**config.mk**
```make
export PLATFORM = sky130hd
export DESIGN_NAME = ffa_ctrl
export DESIGN_NICKNAME = d
export VERILOG_FILES = /design/src/sv/ffa_pkg.sv /design/src/sv/ffa_ctrl.sv
export SDC_FILE = /design/constraint.sdc
export NUM_CORES = 1
export LEC_CHECK = 0
export BUFFER_PORTS_ARGS = -buffer_cell sky130_fd_sc_hd__buf_4
export CAP_MARGIN = 20
export CORE_MARGIN = 2
export CORE_UTILIZATION = 45
export DETAILED_ROUTE_END_ITERATION = 8
export PLACE_DENSITY = 0.67
export RECOVER_POWER = 50
export SYNTH_ARGS = -nofsm -noshare
export SYNTH_HDL_FRONTEND = slang
export SYNTH_SLANG_ARGS = --single-unit
```
**constraint.sdc**
```tcl
create_clock -name clk -period 2.85 [get_ports clk]
set_clock_uncertainty 0.1 [all_clocks]
set_input_delay 0.1425 -clock clk [delete_from_list [all_inputs] [get_ports clk]]
set_output_delay 0.1425 -clock clk [all_outputs]
set_load 0.02 [all_outputs]
```
**src/sv/ffa_pkg.sv**
```systemverilog
// Shared constants, header word layout and controller/datapath interface types
// for the first-fit block allocator. No dependencies.
`timescale 1ns / 1ps
`default_nettype none

package ffa_pkg;

  localparam int POOL_GRANULES   = 4096;
  localparam int HEADER_GRANULES = 4;
  localparam int GRANULE_BYTES   = 8;
  localparam int GB_SHIFT        = $clog2(GRANULE_BYTES);

  localparam int IDX_W   = $clog2(POOL_GRANULES);
  localparam int LEN_W   = $clog2(POOL_GRANULES + 1);
  localparam int SUM_W   = LEN_W + 1;
  localparam int HDR_W   = LEN_W + 2;
  localparam int CMD_W   = 2;
  localparam int BYTES_W = 16;
  localparam int OFF_W   = 15;
  localparam int STAT_W  = 2;
  localparam int NEED_W  = BYTES_W + 1;

  localparam int PTR_BASE = HEADER_GRANULES * GRANULE_BYTES;
  localparam int PTR_END  = POOL_GRANULES * GRANULE_BYTES;

  localparam logic [CMD_W-1:0] CMD_ALLOC  = 2'd0;
  localparam logic [CMD_W-1:0] CMD_FREE   = 2'd1;
  localparam logic [CMD_W-1:0] CMD_RESIZE = 2'd2;

  localparam logic [STAT_W-1:0] ST_OK       = 2'd0;
  localparam logic [STAT_W-1:0] ST_NOSPACE  = 2'd1;
  localparam logic [STAT_W-1:0] ST_BADPTR   = 2'd2;
  localparam logic [STAT_W-1:0] ST_NOTALLOC = 2'd3;

  typedef struct packed {
    logic             st;
    logic             tk;
    logic [LEN_W-1:0] ln;
  } hdr_t;

  typedef enum logic [4:0] {
    OP_NOP, OP_CLEAR, OP_LOAD, OP_WALK0, OP_WALK, OP_FOUND, OP_PTR_RD, OP_PTR_TAKE,
    OP_GROW, OP_SPLIT, OP_SPLIT2, OP_RELOAD, OP_RELOAD2, OP_FREE, OP_ABS, OP_ABS2,
    OP_PREV, OP_PREV2, OP_PREV3, OP_FINISH
  } op_t;

  typedef struct packed {
    op_t               op;
    logic [STAT_W-1:0] stat;
    logic              moved;
    logic              keep_res;
  } dp_cmd_t;

  typedef struct packed {
    logic             clr_last;
    logic [CMD_W-1:0] cmd;
    logic             bytes_zero;
    logic             off_zero;
    logic             need_big;
    logic             ptr_bad;
    logic             rd_taken;
    logic             rd_free;
    logic             fits_in_place;
    logic             ptr_nx_ok;
    logic             grow_fits;
    logic             walk_fit;
    logic             walk_stop;
    logic             do_split;
    logic             free_nx_ok;
    logic             prev_nx_ok;
    logic             old_zero;
  } dp_stat_t;

endpackage

`default_nettype wire

```
**src/sv/ffa_ctrl.sv**
```systemverilog
// Allocator controller: sequences the datapath through clearing, chain walks,
// splits and merges. Depends on ffa_pkg.
`timescale 1ns / 1ps
`default_nettype none

module ffa_ctrl (
  input  logic              clk,
  input  logic              rst_n,
  input  logic              start,
  input  ffa_pkg::dp_stat_t stat,
  output ffa_pkg::dp_cmd_t  cmd,
  output logic              busy,
  output logic              out_valid
);
  import ffa_pkg::*;

  typedef enum logic [20:0] {
    S_CLEAR   = 21'h000001,
    S_IDLE    = 21'h000002,
    S_DISP    = 21'h000004,
    S_PCHK    = 21'h000008,
    S_GROW    = 21'h000010,
    S_ALLOCM  = 21'h000020,
    S_WALK    = 21'h000040,
    S_SPLIT   = 21'h000080,
    S_SPLIT2  = 21'h000100,
    S_SEND    = 21'h000200,
    S_RELOAD2 = 21'h000400,
    S_FREE    = 21'h000800,
    S_ABSA    = 21'h001000,
    S_ABSAW   = 21'h002000,
    S_PREV    = 21'h004000,
    S_PREV2   = 21'h008000,
    S_PREV3   = 21'h010000,
    S_ABSB    = 21'h020000,
    S_ABSBW   = 21'h040000,
    S_FEND    = 21'h080000,
    S_DONE    = 21'h100000
  } state_t;

  state_t state_r, state_nxt;
  logic   move_r, move_nxt;

  always_comb begin
    state_nxt    = state_r;
    move_nxt     = move_r;
    cmd.op       = OP_NOP;
    cmd.stat     = ST_OK;
    cmd.moved    = 1'b0;
    cmd.keep_res = 1'b0;
    unique case (state_r)
      S_CLEAR: begin
        cmd.op = OP_CLEAR;
        if (stat.clr_last) begin
          state_nxt = S_IDLE;
        end
      end
      S_IDLE: begin
        if (start) begin
          cmd.op    = OP_LOAD;
          move_nxt  = 1'b0;
          state_nxt = S_DISP;
        end
      end
      S_DISP: begin
        priority if (stat.cmd == CMD_ALLOC || (stat.cmd == CMD_RESIZE && stat.off_zero)) begin
          if (stat.bytes_zero || stat.need_big) begin
            cmd.op    = OP_FINISH;
            cmd.stat  = ST_NOSPACE;
            state_nxt = S_DONE;
          end else begin
            cmd.op    = OP_WALK0;
            state_nxt = S_WALK;
          end
        end else if (stat.cmd == CMD_FREE && stat.off_zero) begin
          cmd.op    = OP_FINISH;
          state_nxt = S_DONE;
        end else if (stat.cmd == CMD_FREE || stat.cmd == CMD_RESIZE) begin
          if (stat.ptr_bad) begin
            cmd.op    = OP_FINISH;
            cmd.stat  = ST_BADPTR;
            state_nxt = S_DONE;
          end else begin
            cmd.op    = OP_PTR_RD;
            state_nxt = S_PCHK;
          end
        end else begin
          cmd.op    = OP_FINISH;
          cmd.stat  = ST_NOSPACE;
          state_nxt = S_DONE;
        end
      end
      S_PCHK: begin
        if (!stat.rd_taken) begin
          cmd.op    = OP_FINISH;
          cmd.stat  = ST_NOTALLOC;
          state_nxt = S_DONE;
        end else begin
          cmd.op = OP_PTR_TAKE;
          priority if (stat.cmd == CMD_FREE || stat.bytes_zero) begin
            state_nxt = S_FREE;
          end else if (stat.fits_in_place) begin
            state_nxt = S_SPLIT;
          end else if (stat.ptr_nx_ok) begin
            state_nxt = S_GROW;
          end else begin
            state_nxt = S_ALLOCM;
          end
        end
      end
      S_GROW, S_ALLOCM: begin
        if (state_r == S_GROW && stat.rd_free && stat.grow_fits) begin
          cmd.op    = OP_GROW;
          state_nxt = S_SPLIT;
        end else if (stat.need_big) begin
          cmd.op    = OP_FINISH;
          cmd.stat  = ST_NOSPACE;
          state_nxt = S_DONE;
        end else begin
          cmd.op    = OP_WALK0;
          move_nxt  = 1'b1;
          state_nxt = S_WALK;
        end
      end
      S_WALK: begin
        priority if (stat.walk_fit) begin
          cmd.op    = OP_FOUND;
          state_nxt = S_SPLIT;
        end else if (stat.walk_stop) begin
          cmd.op    = OP_FINISH;
          cmd.stat  = ST_NOSPACE;
          state_nxt = S_DONE;
        end else begin
          cmd.op = OP_WALK;
        end
      end
      S_SPLIT: begin
        cmd.op    = OP_SPLIT;
        state_nxt = stat.do_split ? S_SPLIT2 : S_SEND;
      end
      S_SPLIT2: begin
        cmd.op    = OP_SPLIT2;
        state_nxt = S_SEND;
      end
      S_SEND: begin
        if (move_r) begin
          cmd.op    = OP_RELOAD;
          state_nxt = S_RELOAD2;
        end else begin
          cmd.op       = OP_FINISH;
          cmd.keep_res = 1'b1;
          state_nxt    = S_DONE;
        end
      end
      S_RELOAD2: begin
        cmd.op    = OP_RELOAD2;
        state_nxt = S_FREE;
      end
      S_FREE: begin
        cmd.op    = OP_FREE;
        state_nxt = stat.free_nx_ok ? S_ABSA : S_PREV;
      end
      S_ABSA: begin
        if (stat.rd_free) begin
          cmd.op    = OP_ABS;
          state_nxt = S_ABSAW;
        end else begin
          state_nxt = S_PREV;
        end
      end
      S_ABSAW: begin
        cmd.op    = OP_ABS2;
        state_nxt = S_PREV;
      end
      S_PREV: begin
        if (stat.old_zero) begin
          state_nxt = S_FEND;
        end else begin
          cmd.op    = OP_PREV;
          state_nxt = S_PREV2;
        end
      end
      S_PREV2: begin
        cmd.op    = OP_PREV2;
        state_nxt = S_PREV3;
      end
      S_PREV3: begin
        if (stat.rd_free && stat.prev_nx_ok) begin
          cmd.op    = OP_PREV3;
          state_nxt = S_ABSB;
        end else begin
          state_nxt = S_FEND;
        end
      end
      S_ABSB: begin
        if (stat.rd_free) begin
          cmd.op    = OP_ABS;
          state_nxt = S_ABSBW;
        end else begin
          state_nxt = S_FEND;
        end
      end
      S_ABSBW: begin
        cmd.op    = OP_ABS2;
        state_nxt = S_FEND;
      end
      S_FEND: begin
        cmd.op       = OP_FINISH;
        cmd.moved    = move_r;
        cmd.keep_res = move_r;
        state_nxt    = S_DONE;
      end
      S_DONE: begin
        state_nxt = S_IDLE;
      end
      default: begin
        state_nxt = S_IDLE;
      end
    endcase
  end

  always_ff @(posedge clk) begin
    if (!rst_n) begin
      state_r <= S_CLEAR;
      move_r  <= 1'b0;
    end else begin
      state_r <= state_nxt;
      move_r  <= move_nxt;
    end
  end

  assign busy      = (state_r != S_IDLE);
  assign out_valid = (state_r == S_DONE);

endmodule

`default_nettype wire

```
After elaboration in Yosys (flattened, before gate mapping)
Index checks and enable logic that the tools add are counted.
W data, S select, Z words.
{"block": "op_classes", "eq_ne": 29, "n_mux": 55, "n_reduce_logical": 16}
{"cell": "$pmux W21 S19", "n": 1}
{"cell": "$mux W21", "n": 15}
{"cell": "$pmux W5 S17", "n": 1}
{"cell": "$mux W20", "n": 3}
{"cell": "$mux W5", "n": 11}
{"cell": "$mux W15", "n": 2}
{"cell": "$eq A21 B1 Y1 const B", "n": 1}
{"cell": "$eq A21 B10 Y1 const B", "n": 1}
{"cell": "$eq A21 B11 Y1 const B", "n": 1}
{"cell": "$eq A21 B12 Y1 const B", "n": 1}
{"cell": "$eq A21 B13 Y1 const B", "n": 1}
{"cell": "$eq A21 B14 Y1 const B", "n": 1}
{"cell": "$eq A21 B15 Y1 const B", "n": 1}
{"cell": "$eq A21 B16 Y1 const B", "n": 1}
{"cell": "$eq A21 B17 Y1 const B", "n": 1}
{"cell": "$eq A21 B18 Y1 const B", "n": 1}
{"cell": "$eq A21 B19 Y1 const B", "n": 1}
{"cell": "$eq A21 B2 Y1 const B", "n": 1}
{"cell": "$eq A21 B20 Y1 const B", "n": 1}
{"cell": "$eq A21 B21 Y1 const B", "n": 1}
{"cell": "$eq A21 B3 Y1 const B", "n": 1}
{"cell": "$eq A21 B4 Y1 const B", "n": 1}
{"cell": "$eq A21 B5 Y1 const B", "n": 1}
{"cell": "$eq A21 B6 Y1 const B", "n": 1}
{"cell": "other kinds (23)", "n": 49}
{"block": "totals", "ff_bits": 22, "inputBits": 21, "out_inout_bits": 11, "wordCells": 102}

Logic depth before layout (Yosys ltp)
Gate-level depths: netlist (run 1).
{"block": "depth", "depth_word": 6, "ltp_mapped": 8, "mapped_depth_nobuf": 7}

Least setup slack after synthesis (run 1)
OpenSTA, ideal clock, no wires.
{"block": "synth_timing", "path_type": "reg2out", "from": "register state_r[12]", "to": "output port cmd[3] in the netlist's numbering", "arrival_time_ns": 2.013, "required_time_ns": 2.608, "setup_slack_ns": 0.595, "stages_incl_launch_ff": 6, "n_path_buf": 1, "cell_sequence": "dfxtp_1 -> nor4_4 -> nand2_4 -> or3_1 -> buf_2 -> o32ai_1"}
{"element": "start: declaration", "line_no": "ffa_ctrl.sv:41", "text": "state_t state_r, state_nxt;"}
{"element": "start signal: assignment", "line_no": "ffa_ctrl.sv:227", "text": "state_r <= state_nxt;"}
{"element": "end: declaration", "line_no": "ffa_ctrl.sv:11", "text": "output ffa_pkg::dp_cmd_t cmd,"}

==> flow_metrics.py, run 1 <==
metrics = {
    "routing": {
        "firstDrtPassIters": 4,
        "routed_via_density": 6.22,
        "drt-wirelength-per-cell_um": 16.8,
        "drc": 0,
        "routed_wirelength_um": 5280,
        "vias": 1953,
        "drt-initial-drc-count": 125,
        "postRouteAntennaNets": 0,
    },
    "sta": {
        "setup_total_negative_slack_ns": 0,
        "timing_worst_slew_pin_value_ns": 0.660,
        "slew_violations": 0,
        "timing.max_slew.rel_slack_pct": 55.6,
        "setup-violations-final": 0,
        "min_period_over_period_pct": 93.6,
        "final.min_clock_period_ns": 2.67,
        "rsz0062_at_grt": "no",
        "achievable-frequency_mhz": 375,
        "hold_viol": 0,
    },
    "global_routing": {
        "antenna_violations_before_repair": 0,
        "grt.overflow.total": 0,
        "first_pass_grt_wire_length_um": 8470,
        "gr-max-usage-layer": "met2",
        "grt_util_met1_pct": 33.6,
        "gr-usage-met2_pct": 42.4,
        "grtUsageTotal_pct": 25.4,
        "grt_start_max_net_pins": 19,
        "grt_pass1_vias": 1792,
        "use_met3_pct": 3.24,
    },
    "clock_network": {
        "cts.htree.levels": 1,
        "root_cell_of_the_clock_tree": "sky130_fd_sc_hd__clkbuf_8",
        "clkSinkCount": 22,
        "insertion_delay_ns": 0.27,
        "tritoncts": "yes",
        "cts-buffers-inserted": 3,
        "cts.path.max_buffers": 2,
        "clkSlewWorstSetupHoldPaths_ns": 0.08,
    },
    "place": {
        "numPortBuffers": 31,
        "placed_cells": 304,
        "dp_hpwl_um": 4080,
        "gpl.final_weighted_congestion": 0.993,
    },
    "setup_path": {
        "path_max_fanout": 5,
        "critical_path.endpoint_type": "primary output",
        "worstPathRequired_ns": 2.61,
        "cp_data_arrival_time_ns": 2.42,
        "startpoint_type": "flop",
        "criticalPathCategory": "reg -> out",
    },
    "logic_synthesis": {
        "netlist_area_mm2": 0.00173,
        "number_of_enable_flip_flop_cells_after_synthesis": 0,
        "sequential_fraction_of_the_synthesis_area_pct": 25.5,
        "ys_dominant_reg_cell": "sky130_fd_sc_hd__dfxtp_1",
        "postSynth.asyncResetShare_pct": 0,
        "postSynthRegisterBits": 22,
        "synthesis.yosys.warnings": 0,
        "synth.net_count": 246,
        "post_synth.cell_area_avg_um2": 7.77,
        "synthCells": 222,
        "yosys.cell_types.count": 62,
    },
    "die": {
        "boundaryPins": 32,
        "design.die.area_mm2": 0.00435,
        "die_height_um": 65.9,
        "start_util_pct": 47.1,
        "row_count": 22,
        "fp.dieW_um": 65.9,
        "placeableCoreArea_mm2": 0.00366,
    },
    "pwr": {
        "leakage_nw": 0.880,
        "power.density_mw_per_mm2": 329,
        "worst_ir_drop_vdd_v": 0.000232,
    },
    "worst_hold_path": {
        "hold_path.class": "in -> reg",
    },
    "cells_and_area": {
        "final_core_utilization_pct": 59.0,
        "area.growth.synth_to_final_pct": 25.2,
        "nNetsFinal": 291,
        "final_layout_size_suffix_gt1_share_pct": 22.2,
        "diodes": 0,
        "post_layout_nonfiller_instances": 314,
        "layout_commonest_cell": "sky130_fd_sc_hd__buf_4",
        "layout.cells.most_common_list": "sky130_fd_sc_hd__buf_4, sky130_fd_sc_hd__dfxtp_1, sky130_fd_sc_hd__nor2_1",
        "fillers": 349,
    },
    "flow_run": {
        "drv.max_cap_violation_count": 0,
    },
    "outcome": {
        "result_of_the_run": "finished, final reports clean",
    },
}
-- critical path: stages, from the launching register on --
cell and delay (ns):
sky130_fd_sc_hd__dfxtp_1 0.36, sky130_fd_sc_hd__nor4_4 0.38, sky130_fd_sc_hd__nand4_1 0.21, sky130_fd_sc_hd__clkbuf_1 0.19, sky130_fd_sc_hd__nor4_2 0.48, sky130_fd_sc_hd__a221oi_1 0.22, sky130_fd_sc_hd__nand4b_1 0.15, sky130_fd_sc_hd__buf_4 0.15
-- flip-flops by register name (all words and copies together), names as in the netlist --
name and count:
move_r 1, state_r 21
-- power breakdown --
group / leakage, nW / switching, mW / internal, mW / total (mW)
registers: 0.178 / 0.00970 / 0.312 / 0.322
logic: 0.673 / 0.0927 / 0.0661 / 0.159
clock network: 0.0288 / 0.106 / 0.123 / 0.229
-- kinds of logic after synthesis --
logic type	after synthesis	synth area share [%]
AOI/OAI and AO/OA	42	17.7
buffers and inverters	12	2.76
and+or+nand+nor	141	50.8
DFF	22	25.5
adders and majority gates	3	2.18
xor gates and xnor gates	2	1.02
-- through the flow --
step	worst slack (ns)	hold WS [ns]	power [mW]	cell area, um2
after floorplan	0.595	0.118	0.415	1730
after global placement	0.410	0.213	0.481	2060
after detailed placement	0.406	0.216	0.481	2060
after CTS	0.0916	0.00564	0.710	2160
after global routing	0.0153	0.0151	0.741	2160
final	0.183	0.0100	0.709	2160
-- layout make-up --
| cell class | instances | area (um2) | area share (%) |
|---|---|---|---|
| timing repair buffer | 46 | 343 | 15.9 |
| inverter | 6 | 22.5 | 1.04 |
| multi-input combinational | 188 | 1240 | 57.4 |
| clock buffer | 4 | 55.1 | 2.55 |
| sequential | 22 | 440 | 20.4 |
| tap | 48 | 60.1 | 2.78 |
-- worst paths after layout --
path / from / end / slack [ns] / depth (start not counted)
worst max register to register: state_r[9]$_SDFFE_PN0P_ / state_r[5]$_SDFFE_PN0P_ / 0.25 / 8
worst min-delay path: stat[2] / state_r[12]$_SDFFE_PN0P_ / 0.01 / 2
worst min register to register: move_r$_SDFFE_PN0P_ / move_r$_SDFFE_PN0P_ / 0.44 / 2
worst max-delay path: state_r[10]$_SDFFE_PN0P_ / cmd[8] / 0.18 / 7
-- cell usage after synthesis, drive strengths merged (3+ instances only) --
master	count	area, um2
a21oi	10	53.8
and2	4	25.0
and3	4	25.0
clkbuf	4	15.0
dfxtp	22	440
ha	3	37.5
inv	6	22.5
nand2	20	85.1
nand2b	5	31.3
nand3	13	70.1
nand3b	9	67.6
nand4	7	43.8
nand4b	3	26.3
nor2	22	90.1
nor2b	6	37.5
nor3	16	85.1
nor4	14	143
o2111ai	3	26.3
o21a	3	22.5
o21ai	5	25.0
or2	3	21.3
or3	5	31.3
-- metal layers --
layer | share of wire (%) | vias up
met5 | 0 | -
met1 | 43 | 929
met3 | 7.2 | 12
li1 | - | 938
met4 | 2.3 | 0
met2 | 47 | 74
-- repair_timing --
action | in CTS | in global routing
resized for setup | 0 | 1
hold buffers | 4 | 1
endpoints found under the hold margin | 3 | 1
endpoints found under the setup margin | 0 | 2
buffers inserted | 0 | 1
Power figures use the tool's default switching activity.
==> inputs of run 2 (changes only) <==
--- a/config.mk
+++ b/config.mk
@@ -5,7 +5,7 @@
 export SDC_FILE = /design/constraint.sdc
 export NUM_CORES = 1
 export LEC_CHECK = 0
-export BUFFER_PORTS_ARGS = -buffer_cell sky130_fd_sc_hd__buf_4
+export BUFFER_PORTS_ARGS = -buffer_cell sky130_fd_sc_hd__buf_2
 export CAP_MARGIN = 20
 export CORE_MARGIN = 2
 export CORE_UTILIZATION = 45
==> flow_metrics.py, run 2 (synthesis results as in run 1) <==
metrics = {
    "outcome": {
        "result_of_the_run": "finished, final reports clean",
    },
    "sta": {
        "setup-violations-final": 0,
        "hold_viol": 0,
        "setup_total_negative_slack_ns": 0,
        "timing_worst_slew_pin_value_ns": 0.593,
        "final.min_clock_period_ns": 2.72,
        "achievable-frequency_mhz": 368,
        "min_period_over_period_pct": 95.4,
        "timing.hold.ws_ns": 0.0111,
        "timing.max_slew.rel_slack_pct": 60.1,
        "slew_violations": 0,
        "rsz0062_at_grt": "no",
    },
    "pwr": {
        "leakage_nw": 0.865,
        "switching_power_uw": 206,
        "power.share.sequential_pct": 46.0,
        "power.density_mw_per_mm2": 337,
        "power_frac_comb_pct": 21.1,
        "power_report.internal_total_uw": 492,
        "netSwitchingFraction_pct": 29.5,
        "pwr-share-clk_pct": 32.9,
        "worst_ir_drop_vdd_v": 0.000165,
    },
    "cells_and_area": {
        "combined_area_of_the_multi_input_logic_cells_mm2": 0.00124,
        "largest_register_ff_count": 21,
        "nNetsFinal": 288,
        "seq_area_um2": 440,
        "regMostFlops": "state_r",
        "layout_commonest_cell": "sky130_fd_sc_hd__buf_2",
        "final_layout_size_suffix_gt1_share_pct": 23.2,
        "largestRegisters": "state_r x21, move_r x1",
        "area.growth.synth_to_final_pct": 20.2,
        "fillers": 354,
        "diodes": 0,
        "layout.cells.most_common_list": "sky130_fd_sc_hd__buf_2, sky130_fd_sc_hd__dfxtp_1, sky130_fd_sc_hd__nor2_1",
    },
    "routing": {
        "vias": 1932,
        "postRouteAntennaNets": 0,
        "drt-wirelength-per-cell_um": 16.8,
        "drc": 0,
        "routed_via_density": 6.21,
        "routed_wirelength_um": 5230,
        "firstDrtPassIters": 4,
        "drt-initial-drc-count": 166,
    },
    "global_routing": {
        "grt_start_max_net_pins": 19,
        "antenna_violations_before_repair": 0,
        "first_pass_grt_wire_length_um": 8520,
        "grt_pass1_vias": 1841,
        "grt.overflow.total": 0,
        "grtUsageTotal_pct": 25.6,
    },
    "setup_path": {
        "cp_data_arrival_time_ns": 2.48,
        "critical_path.reg2reg.endpoint": "state_r[5]$_SDFFE_PN0P_",
        "timing.rr.start": "state_r[20]$_SDFFE_PN0P_",
        "path_max_fanout": 7,
        "reg2reg_slack_ns": 0.31,
        "critical_path.endpoint_type": "primary output",
        "criticalPathCategory": "reg -> out",
        "worstPathRequired_ns": 2.61,
        "worst_r2r_path_depth": 7,
        "startpoint_type": "flop",
    },
    "die": {
        "start_util_pct": 47.1,
        "boundaryPins": 32,
        "fp.dieW_um": 65.9,
        "placeableCoreArea_mm2": 0.00366,
        "die_height_um": 65.9,
        "row_count": 22,
        "design.die.area_mm2": 0.00435,
    },
    "worst_hold_path": {
        "worstHoldStart": "stat[2]",
        "hold_path.class": "in -> reg",
        "whs_endpoint": "state_r[12]$_SDFFE_PN0P_",
        "min_delay_path_depth": 2,
    },
    "place": {
        "dp_hpwl_um": 4160,
        "numPortBuffers": 31,
        "gpl.final_weighted_congestion": 0.943,
    },
    "flow_run": {
        "drv.max_cap_violation_count": 0,
    },
    "clock_network": {
        "root_cell_of_the_clock_tree": "sky130_fd_sc_hd__clkbuf_8",
        "clkSlewWorstSetupHoldPaths_ns": 0.08,
        "cts-buffers-inserted": 3,
        "clkSinkCount": 22,
        "cts.path.max_buffers": 2,
        "cts.htree.levels": 1,
        "post-cts-setup-buffer-count": 0,
        "tritoncts": "yes",
        "insertion_delay_ns": 0.27,
    },
}
## run 2: changes by cell type in the layout (fill, tap and decap cells not counted), sizes merged
cell	change
clkbuf	-3
dlygate4sd3	-1
buf	+1
## run 2: how the worst max path moves through the flow
stage | startpoint | to
finish | state_r[10]$_SDFFE_PN0P_ | cmd[8]
global route | state_r[10]$_SDFFE_PN0P_ | cmd[4]
global placement | state_r[10]$_SDFFE_PN0P_ | cmd[8]
floorplan | state_r[12]$_SDFFE_PN0P_ | cmd[3]
CTS | state_r[10]$_SDFFE_PN0P_ | cmd[8]
detailed placement | state_r[10]$_SDFFE_PN0P_ | cmd[8]
## run 2: power groups by stage
| stage | registers, mW | logic [mW] | clock network (mW) |
|---|---|---|---|
| after floorplan | 0.328 | 0.0877 | 0 |
| after global placement | 0.328 | 0.142 | 0 |
| after detailed placement | 0.328 | 0.141 | 0 |
| after CTS | 0.321 | 0.144 | 0.229 |
| after global routing | 0.322 | 0.161 | 0.244 |
| final | 0.321 | 0.147 | 0.230 |
## run 2: per-layer routing
layer  vias up  track usage, %  share of wire (%)
met3        19            3.41                6.7
met5         -               0                  0
li1        946               -                  -
met2        87            43.4                 48
met1       880            31.8                 43
met4         0            12.2                3.0
## run 2: through the flow
step / cell area, um2 / util (%) / std cells / power (mW) / setup WS, ns
floorplan: 1730 / - / 222 / 0.415 / 0.595
global placement: 1980 / 54.0 / 303 / 0.470 / 0.448
detailed placement: 1980 / 54.0 / 303 / 0.469 / 0.397
CTS: 2070 / 56.6 / 311 / 0.694 / 0.0893
global route: 2070 / 56.7 / 311 / 0.727 / 0.00356
finish: 2070 / 56.7 / 311 / 0.698 / 0.131
## run 2: cell type report
cell class                      instances  area share, %
Multi-Input combinational cell        188           59.9
Sequential cell                        22           21.2
Timing Repair Buffer                   43           12.2
Tap cell                               48           2.90
Clock buffer                            4           2.65
Inverter                                6           1.09
## run 2: repair_timing
item / CTS / global route
hold buffers: 4 / 0
gates resized for setup: 0 / 1
hold endpoints to repair: 3 / 0
endpoints found under the setup margin: 0 / 1
## run 2: worst max-delay path: stages (launching register included)
cell and delay (ns):
sky130_fd_sc_hd__dfxtp_1 0.37, sky130_fd_sc_hd__nor4_4 0.37, sky130_fd_sc_hd__nand4_1 0.32, sky130_fd_sc_hd__or3_4 0.53, sky130_fd_sc_hd__o31a_1 0.35, sky130_fd_sc_hd__nand4b_1 0.10
sky130_fd_sc_hd__buf_2 0.17
